File: src/design/luhn_pkg.sv
// ----------------------------------------------------------------------------
// luhn_pkg
// shared word types, verdict codes and digit arithmetic for the luhn checker
// ----------------------------------------------------------------------------
package luhn_pkg;

    // verdict codes
    localparam logic [1:0] VERDICT_INVALID = 2'd0;
    localparam logic [1:0] VERDICT_BRAND_A = 2'd1;  // fifteen digits, prefix 34 or 37
    localparam logic [1:0] VERDICT_BRAND_B = 2'd2;  // sixteen digits, prefix 51..55
    localparam logic [1:0] VERDICT_BRAND_C = 2'd3;  // thirteen or sixteen digits, lead 4

    localparam logic [4:0] COUNT_MAX = 5'd31;

    // length and prefix rules
    localparam logic [4:0] LEN_BRAND_A   = 5'd15;
    localparam logic [4:0] LEN_BRAND_B   = 5'd16;
    localparam logic [4:0] LEN_BRAND_C_S = 5'd13;
    localparam logic [4:0] LEN_BRAND_C_L = 5'd16;
    localparam logic [7:0] PREFIX_A_LO   = 8'd34;
    localparam logic [7:0] PREFIX_A_HI   = 8'd37;
    localparam logic [7:0] PREFIX_B_MIN  = 8'd51;
    localparam logic [7:0] PREFIX_B_MAX  = 8'd55;
    localparam logic [3:0] LEAD_BRAND_C  = 4'd4;

    typedef struct packed {
        logic [3:0] digit;
        logic       last_digit;
    } in_word_t;

    typedef struct packed {
        logic [1:0] verdict;
        logic       checksum_ok;
        logic [4:0] digit_count;
    } out_word_t;

    // luhn doubling: 2d, or its digit sum 2d - 9 when 2d is ten or more
    function automatic logic [4:0] doubled_value(input logic [3:0] d);
        logic [4:0] t;
        t = {d, 1'b0};
        return (t >= 5'd10) ? (t - 5'd9) : t;
    endfunction

    // acc stays below ten, v below 22, so the sum stays below 31
    // and at most three tens come off
    function automatic logic [3:0] add_mod10(input logic [3:0] acc, input logic [4:0] v);
        logic [5:0] s;
        logic [5:0] r;
        s = {2'b00, acc} + {1'b0, v};
        if (s >= 6'd30)
            r = s - 6'd30;
        else if (s >= 6'd20)
            r = s - 6'd20;
        else if (s >= 6'd10)
            r = s - 6'd10;
        else
            r = s;
        return r[3:0];
    endfunction

endpackage

File: src/design/luhn_card_number_checker_core.sv
// ----------------------------------------------------------------------------
// luhn_card_number_checker_core
// the result word is registered and appears in the cycle after the last digit is accepted
// throughput: one digit word per cycle; the state update is a mod-10 add
//   and a few compares between the state registers and the result register
// a waiting result only blocks input when it is not taken in the same cycle
// reset clears both luhn sums, the digit count, the prefix and output valid
// ----------------------------------------------------------------------------
module luhn_card_number_checker_core (
    input  logic                 clk,
    input  logic                 rst_n,
    input  logic                 in_valid,
    output logic                 in_ready,
    input  luhn_pkg::in_word_t   in_data,
    output logic                 out_valid,
    input  logic                 out_ready,
    output luhn_pkg::out_word_t  out_data
);

    // running state for the number in flight
    logic [3:0] sum_even_reg, sum_even_next;   // even positions doubled
    logic [3:0] sum_odd_reg,  sum_odd_next;    // odd positions doubled
    logic [4:0] count_reg,    count_next;      // saturating digit count
    logic [3:0] lead_reg,     lead_next;       // first digit
    logic [3:0] second_reg,   second_next;     // second digit

    // result register
    logic                out_valid_reg, out_valid_next;
    luhn_pkg::out_word_t out_data_reg,  out_data_next;

    logic       in_fire;
    logic [4:0] dbl;
    logic [3:0] chosen;
    logic       ok;
    logic [7:0] prefix;
    logic [1:0] verdict;
    logic [4:0] n;

    // a new word may enter whenever the result slot is empty or being drained
    assign in_ready = !out_valid_reg || out_ready;
    assign in_fire  = in_valid && in_ready;

    always_comb
    begin
        dbl = luhn_pkg::doubled_value(in_data.digit);
        n   = (count_reg < luhn_pkg::COUNT_MAX) ? (count_reg + 5'd1) : luhn_pkg::COUNT_MAX;

        // prefix includes this word; first two digits come from the input
        lead_next   = (count_reg == 5'd0) ? in_data.digit : lead_reg;
        second_next = (count_reg == 5'd1) ? in_data.digit : second_reg;

        // position parity from the start picks which sum doubles this digit
        if (!count_reg[0])
        begin
            sum_even_next = luhn_pkg::add_mod10(sum_even_reg, dbl);
            sum_odd_next  = luhn_pkg::add_mod10(sum_odd_reg, {1'b0, in_data.digit});
        end
        else
        begin
            sum_odd_next  = luhn_pkg::add_mod10(sum_odd_reg, dbl);
            sum_even_next = luhn_pkg::add_mod10(sum_even_reg, {1'b0, in_data.digit});
        end

        // even length: even positions sit at odd distance from the end
        chosen = n[0] ? sum_odd_next : sum_even_next;
        ok     = (chosen == 4'd0);
        prefix = {lead_next, 3'b000} + {3'b000, lead_next, 1'b0} + {4'b0000, second_next};

        verdict = luhn_pkg::VERDICT_INVALID;
        if (ok)
        begin
            if (n == luhn_pkg::LEN_BRAND_A
                && (prefix == luhn_pkg::PREFIX_A_LO || prefix == luhn_pkg::PREFIX_A_HI))
                verdict = luhn_pkg::VERDICT_BRAND_A;
            else if (n == luhn_pkg::LEN_BRAND_B
                     && prefix >= luhn_pkg::PREFIX_B_MIN && prefix <= luhn_pkg::PREFIX_B_MAX)
                verdict = luhn_pkg::VERDICT_BRAND_B;
            else if ((n == luhn_pkg::LEN_BRAND_C_S || n == luhn_pkg::LEN_BRAND_C_L)
                     && lead_next == luhn_pkg::LEAD_BRAND_C)
                verdict = luhn_pkg::VERDICT_BRAND_C;
        end

        count_next = n;

        // last digit closes the number: clear every running value
        if (in_data.last_digit)
        begin
            sum_even_next = 4'd0;
            sum_odd_next  = 4'd0;
            count_next    = 5'd0;
            lead_next     = 4'd0;
            second_next   = 4'd0;
        end
    end

    // result slot
    always_comb
    begin
        out_valid_next = out_valid_reg;
        out_data_next  = out_data_reg;
        if (out_valid_reg && out_ready)
            out_valid_next = 1'b0;
        if (in_fire && in_data.last_digit)
        begin
            out_valid_next            = 1'b1;
            out_data_next.verdict     = verdict;
            out_data_next.checksum_ok = ok;
            out_data_next.digit_count = n;
        end
    end

    always_ff @(posedge clk or negedge rst_n)
    begin
        if (!rst_n)
        begin
            sum_even_reg  <= 4'd0;
            sum_odd_reg   <= 4'd0;
            count_reg     <= 5'd0;
            lead_reg      <= 4'd0;
            second_reg    <= 4'd0;
            out_valid_reg <= 1'b0;
        end
        else
        begin
            if (in_fire)
            begin
                sum_even_reg <= sum_even_next;
                sum_odd_reg  <= sum_odd_next;
                count_reg    <= count_next;
                lead_reg     <= lead_next;
                second_reg   <= second_next;
            end
            out_valid_reg <= out_valid_next;
        end
    end

    // payload only, no reset needed
    always_ff @(posedge clk)
    begin
        out_data_reg <= out_data_next;
    end

    assign out_valid = out_valid_reg;
    assign out_data  = out_data_reg;

    // a result only appears after an accepted last digit
    a_result_from_last: assert property (@(posedge clk) disable iff (!rst_n)
        $rose(out_valid_reg) |-> $past(in_fire && in_data.last_digit))
        else $error("result appeared without a last digit");

    // running state is cleared once a number closes
    a_clear_after_last: assert property (@(posedge clk) disable iff (!rst_n)
        (in_fire && in_data.last_digit) |=>
            (count_reg == 5'd0 && sum_even_reg == 4'd0 && sum_odd_reg == 4'd0
             && lead_reg == 4'd0 && second_reg == 4'd0))
        else $error("state not cleared after last digit");

    // sums stay proper residues modulo ten
    a_sums_mod10: assert property (@(posedge clk) disable iff (!rst_n)
        1'b1 |-> (sum_even_reg < 4'd10 && sum_odd_reg < 4'd10))
        else $error("luhn sum out of range");

    // every result has a nonzero length, and a brand verdict requires a passing checksum
    a_verdict_needs_ok: assert property (@(posedge clk) disable iff (!rst_n)
        out_valid_reg |-> ((out_data_reg.checksum_ok
                            || out_data_reg.verdict == luhn_pkg::VERDICT_INVALID)
                           && out_data_reg.digit_count != 5'd0))
        else $error("verdict without checksum or empty number");

endmodule
File: config.mk
export PLATFORM = sky130hd
export DESIGN_NAME = luhn_card_number_checker_core
export DESIGN_NICKNAME = d
export VERILOG_FILES = /design/src/design/luhn_pkg.sv /design/src/design/luhn_card_number_checker_core.sv
export SDC_FILE = /design/constraint.sdc
export NUM_CORES = 1
export LEC_CHECK = 0
export BUFFER_PORTS_ARGS = -buffer_cell sky130_fd_sc_hd__buf_2
export CAP_MARGIN = 40
export CORE_MARGIN = 10
export CORE_UTILIZATION = 40
export DETAILED_ROUTE_END_ITERATION = 16
export MAX_ROUTING_LAYER = met4
export PLACE_DENSITY = 0.58
export SLEW_MARGIN = 0
export SYNTH_ARGS = -nofsm -noshare
export SYNTH_HDL_FRONTEND = slang
export SYNTH_SLANG_ARGS = --single-unit
File: constraint.sdc
create_clock -name clk -period 5.7 [get_ports clk]
set_input_delay 1.71 -clock clk [delete_from_list [all_inputs] [get_ports clk]]
set_output_delay 1.71 -clock clk [all_outputs]
set_load 0.005 [all_outputs]
==> impl_results.md, run 1 <==
- Total congestion overflow: 0
- Hold slack final: 0.482 ns
- Slew headroom: 49.4%
- Setup Viol. Count Final: 0
- Crit. End Element: register
- Cells after DPL: 580
- Synth Register Bits: 30
- Latest clock arrival within the worst-skew pair: 0.28 ns
- Tot Pwr: 2.24 mW
- Placed inst area: 0.00411 mm²
- CTS H-tree depth: 2
- Filler Cell Count: 868
- CTS Buf Count: 5
- Slowest CP cell: fa_1
- WL per Instance: 15.7 µm
- Most common cell after layout, fill and taps aside: ha_1
- Fin crit share: 94.9%
- FFs w/ async S/R, synth: 73.3%
- Clk pin slew, worst setup/hold paths: 0.07 ns
- Diode count: 0
- Initial Util: 40.6%
- Setup TNS: 0 ns
- GPL Wtd Cong: 0.876
- Seq/Total Area, Yosys: 21.3%
- Post-Syn Area: 0.00371 mm²
- Pre-antenna DRT Iters: 5
- Non-Filler Instances: 588
- Mean Syn Cell Area: 8.60 µm²
- Type of the worst setup path: input port to register
- CP required: 5.70 ns
- Cell Rows: 35
- Die width: 116 µm
- Setup WS pre-CTS: -0.194 ns
- CP Data Arrival Time: 5.41 ns
- Crit-path cells: buf_2, ha_1, nand2b_1, a21oi_2, xnor2_1, inv_1, fa_1, xnor2_1, buf_4, inv_1, ha_1, inv_1, o22ai_2, o311a_1, a2111o_1, o211a_1, a41oi_2, a211oi_1
- RSZ-0062 raised after global routing: false
- Share of cells above drive strength 1: 15.9%
- Crit path largest cell delay: 0.43 ns
- Clock Tree Buf Depth: 2
- Library cells used by synthesis: 71
- Synth area leaders: ha_1 20%, dfrtp_1 15%, edfxtp_1 6.5%
- LEAKAGE: 2.03 nW
- Synth Instances: 432
- Iteration-0 DRC Markers: 112
- Final layout net count: 549
- CTS root buffer: clkbuf_8
- FF+latch area: 791 µm²
- Routed WL: 9230 µm
- Via count: 3,323
- Detailed Place HPWL: 7450 µm
- Reg2Reg Depth: 17
- Commonest cells after routing, fill and taps aside: 58 x ha_1, 44 x inv_1, 38 x nand2_1, 30 x a21oi_1
- Final worst setup slack: 0.289 ns
- Ys Warns: 0
- Final Cell Area: 0.00424 mm²
- Drt drc: 0
- CTS tree: built
- Worst-margin pin slew: 0.757 ns
- Outcome: complete, no violations
- Worst hold-check path type: register to register
- Worst r2r src: count_reg[0]
- Post-CTS Hold Fix Bufs: 0
- Max reg flops: 8
- Hold depth: 2
- Antenna Violating Nets Remaining: 0
- R2R Setup Slk: 1.31 ns
- Max Cap Viol: 0
- First-pass GRT wire length: 15,800 µm
- CP max FO: 7
- Yosys top cell by area: ha_1
- Initial antenna violation count: 0
- Vias per std cell: 5.65
- Final Slew Violations: 0
- Max Fclk: 185 MHz
- Final Skew: 0.00635 ns
- Area delta synth->final: 14.2%
- Hold Path Origin: lead_reg[1]
- Syn nets: 505
- Ports: 19
- Multi-input gate area: 0.00274 mm²
- Final core occ: 46.4%
- Die H: 116 µm
- Post-synth top flop: dfrtp_1
- Element type at the critical path start: input port
- Min Tclk post-route: 5.41 ns
- Peak supply drop: 0.000171 V
- Share of the synthesized area in the top cell type: 19.5%
- Total Routing Usage GR: 14.6%
- DIE AREA: 0.0135 mm²
- R2R Path End: out_data[6]
- Most Frequent Cell on Critical Path: inv_1
- Vias in the first global route: 3,311
- I/O Buffers: 18
- PD cells: 529 mW/mm²
- Clk sink count: 30
- Hold path endpoint: lead_reg[1]
- Core area: 0.00915 mm²
- Largest net degree at the start of global routing: 26
- Fin. Hold Viols: 0
- Number of synthesized flops with an enable pin: 8
repair_timing:
| action | 4_1_cts | 5_1_grt |
|---|---|---|
| endpoints found under the hold margin | 0 | 0 |
| endpoints found under the setup margin | 0 | 3 |
| buffers inserted | 0 | 0 |
| gates resized for setup | 0 | 6 |
per-layer routing:
| metal | part of all wire (%) | routed length, µm | vias to the layer above | GRT usage (%) |
|---|---|---|---|---|
| li1 | - | - | 1665 | - |
| met1 | 50 | 4600 | 1585 | 19.5 |
| met2 | 47 | 4330 | 67 | 23.3 |
| met3 | 2.7 | 250 | 6 | 1.18 |
| met4 | 0.52 | 48 | 0 | 3.50 |
| met5 | 0 | 0 | - | - |
cell families (layout without fill, tap and decap cells):
family	after synthesis	after routing	share of synthesized area [%]
AOI/OAI and AO/OA	132	132	24.7
xor gates and xnor gates	18	18	4.24
adders and majority gates	64	64	22.8
buffers and inverters	54	99	5.73
DFF	30	30	21.3
muxes	18	18	5.05
and+or+nand+nor	116	116	16.3
worst max-delay path, delay by kind of cell:
kind	cells	cell delay (ns)
AOI/OAI and AO/OA	7	1.61
adders and majority gates	3	0.86
buffers and inverters	5	0.62
xor gates and xnor gates	2	0.42
and+or+nand+nor	1	0.18
how the worst max path moves through the flow:
stage | cells past startpoint | from | slack (ns) | end
floorplan | 17 | in_data[2] | 0.04 | out_data[7]
global placement | 17 | in_data[1] | -0.08 | out_data[7]
detailed placement | 17 | in_data[1] | -0.19 | out_data[7]
CTS | 17 | in_data[1] | 0.11 | out_data[7]
global route | 19 | in_data[1] | 0.002 | out_data[7]
finish | 18 | in_data[1] | 0.29 | out_data[7]
Yosys cell counts, types with 7 or more instances:
| master | number |
|---|---|
| a22o_1 | 8 |
| mux2i_1 | 12 |
| ha_1 | 58 |
| xor2_1 | 7 |
| a21oi_1 | 31 |
| nor3_1 | 8 |
| inv_1 | 44 |
| edfxtp_1 | 8 |
| nand3b_1 | 7 |
| nor2_1 | 20 |
| dfrtp_1 | 22 |
| xnor2_1 | 11 |
| o21ai_0 | 29 |
| o21ai_1 | 7 |
| nand2_1 | 38 |
report_power, final:
| group | switching [mW] | internal [mW] |
|---|---|---|
| combinational | 0.964 | 0.783 |
| clock | 0.0804 | 0.111 |
| sequential | 0.0427 | 0.262 |
| total | 1.09 | 1.16 |
cell type report:
cell class                 instances  area share [%]
timing repair buffer              46            7.08
clock inverter                     2           0.236
clock buffer                       6            2.21
multi-input combinational        348            64.6
tap                              111            3.27
sequential                        30            18.6
inverter                          45            3.98
(Power assumes the default switching activity.)
==> run 2: changes to the inputs <==
CELL_PAD_IN_SITES_DETAIL_PLACEMENT = 1   (was unset)
CELL_PAD_IN_SITES_GLOBAL_PLACEMENT = 1   (was unset)
PLACE_DENSITY = 0.72   (was 0.58)
==> run 2 against run 1 <==
  * Power grew 4.1%
  * Clock skew increased by 0.0065 ns
  * Sequential share of layout area shrank 0.32 points
  * Die area is the same
  * Combinational power is 6% higher
  * Utilization grew 0.81 points
  * Non-clock buffer count grew 8
  * Largest power group unchanged
  * Hold slack got worse by 0.0023 ns
  * Design area up 1.7%
  * Critical path type unchanged
  * Register-to-register slack worse by 0.32 ns
  * Wire length increased by 16%
  * Clock power fell by 13%
==> impl_results.md, run 2 (synthesized netlist as in run 1, its figures left out) <==
- LEAKAGE: 2.07 nW
- Filler Cell Count: 1,098
- Fin crit share: 94.0%
- Flop pwr share: 13.2%
- Max Cap Viol: 0
- CTS tree: built
- First-pass GRT wire length: 18,600 µm
- Total congestion overflow: 0
- Diode count: 0
- Clock share of power: 7.1%
- Vias per std cell: 5.77
- Clock Tree Buf Depth: 2
- P_int: 1.19 mW
- Peak supply drop: 0.000239 V
- CP max FO: 6
- Via count: 3,437
- Detailed Place HPWL: 8910 µm
- FF+latch area: 791 µm²
- Area delta synth->final: 16.2%
- CTS root buffer: clkbuf_8
- Placed inst area: 0.00418 mm²
- CTS Buf Count: 5
- GPL Wtd Cong: 0.868
- Routed WL: 10,700 µm
- Slew headroom: 50.1%
- Final Cell Area: 0.00432 mm²
- WL per Instance: 18.0 µm
- Comb pwr share: 79.7%
- PD cells: 541 mW/mm²
- Worst hold-check path type: register to register
- CP Data Arrival Time: 5.37 ns
- Pre-antenna DRT Iters: 4
- Worst-margin pin slew: 0.745 ns
- Drt drc: 0
- Die width: 116 µm
- Initial antenna violation count: 0
- Min Tclk post-route: 5.36 ns
- Element type at the critical path start: input port
- Worst r2r src: count_reg[0]
- Type of the worst setup path: input port to register
- Multi-input gate area: 0.00277 mm²
- Max reg flops: 8
- Commonest cells after routing, fill and taps aside: 58 x ha_1, 44 x inv_1, 38 x nand2_1, 35 x buf_4, 30 x a21oi_1
- Ports: 19
- Final core occ: 47.2%
- Latest clock arrival within the worst-skew pair: 0.29 ns
- CP required: 5.72 ns
- Clk pin slew, worst setup/hold paths: 0.07 ns
- Outcome: complete, no violations
- Final worst setup slack: 0.344 ns
- R2R Path End: out_data[6]
- Most common cell after layout, fill and taps aside: ha_1
- I/O Buffers: 18
- Crit. End Element: register
- R2R Setup Slk: 0.99 ns
- Setup repair bufs after CTS: 0
- Final Slew Violations: 0
- Setup Viol. Count Final: 0
- Critical Path Sink: out_data[7]
- CTS H-tree depth: 2
- Share of cells above drive strength 1: 17.9%
- Fin. Hold Viols: 0
- CP startpoint: in_data[2]
- Largest net degree at the start of global routing: 25
- Die H: 116 µm
- Reg2Reg Depth: 18
- DIE AREA: 0.0135 mm²
- Vias in the first global route: 3,779
- Total Routing Usage GR: 17.1%
- Setup TNS: 0 ns
- Final layout net count: 557
- Clk sink count: 30
- Antenna Violating Nets Remaining: 0
- Initial Util: 40.6%
- Max Fclk: 187 MHz
- Setup WS pre-CTS: -0.367 ns
- Switching power: 1.15 mW
- Sw frac: 49.0%
- Iteration-0 DRC Markers: 149
- Core area: 0.00915 mm²
- Final Skew: 0.0129 ns
- Cell Rows: 35
run 2: metal layers:
metal  part of all wire (%)  GRT usage [%]
met1                     48           21.3
met2                     49           29.5
met3                    2.4           2.00
met4                    1.2           3.09
met5                      0              -
run 2: stage by stage:
stage / total power, mW / std cells / hold slack, ns
after floorplan: 1.53 / 432 / 0.446
after global placement: 2.04 / 587 / 0.462
after detailed placement: 2.14 / 588 / 0.472
after CTS: 2.32 / 596 / 0.486
after global routing: 2.59 / 596 / 0.517
final: 2.34 / 596 / 0.480
run 2: critical path, cell delays in order:
cell	delay [ns]
buf_2	0.09
inv_1	0.05
ha_1	0.17
nand2b_1	0.18
a21oi_2	0.23
xnor2_1	0.18
inv_1	0.13
fa_1	0.51
xor2_4	0.24
inv_1	0.12
ha_1	0.16
nand2b_1	0.07
a221o_1	0.30
a221oi_1	0.36
o21ai_1	0.15
xnor2_1	0.14
mux2i_1	0.09
buf_4	0.15
a41oi_2	0.25
a211oi_1	0.08
run 2: power by group through the flow:
stage | combinational (mW) | sequential, mW | clock, mW
floorplan | 1.24 | 0.296 | 0
global placement | 1.73 | 0.308 | 0
detailed placement | 1.83 | 0.311 | 0
CTS | 1.84 | 0.308 | 0.168
global route | 2.10 | 0.314 | 0.181
finish | 1.86 | 0.309 | 0.166
run 2: worst min path at each step:
stage           startpoint           to  slack [ns]  cells after the start
2_1_floorplan  lead_reg[0]  lead_reg[0]        0.45                      2
3_3_place_gp   lead_reg[2]  lead_reg[2]        0.46                      2
3_5_place_dp   lead_reg[3]  lead_reg[3]        0.47                      2
4_1_cts        lead_reg[3]  lead_reg[3]        0.49                      2
5_1_grt        lead_reg[0]  lead_reg[0]        0.52                      2
6_report       lead_reg[3]  lead_reg[3]        0.48                      2
run 2: what timing repair did:
item	4_1_cts	5_1_grt
resized for setup	1	9
pin swaps	0	1
endpoints found under the setup margin	1	3
hold buffers	0	0
run 2: area by class of cell:
| type | count | area share, % |
|---|---|---|
| multi-input cells | 348 | 64.1 |
| flip-flops and latches | 30 | 18.3 |
| well taps | 111 | 3.22 |
| inverters | 45 | 3.91 |
| clock buffers | 6 | 1.68 |
| repair buffers | 54 | 8.52 |
| clock inverters | 2 | 0.232 |
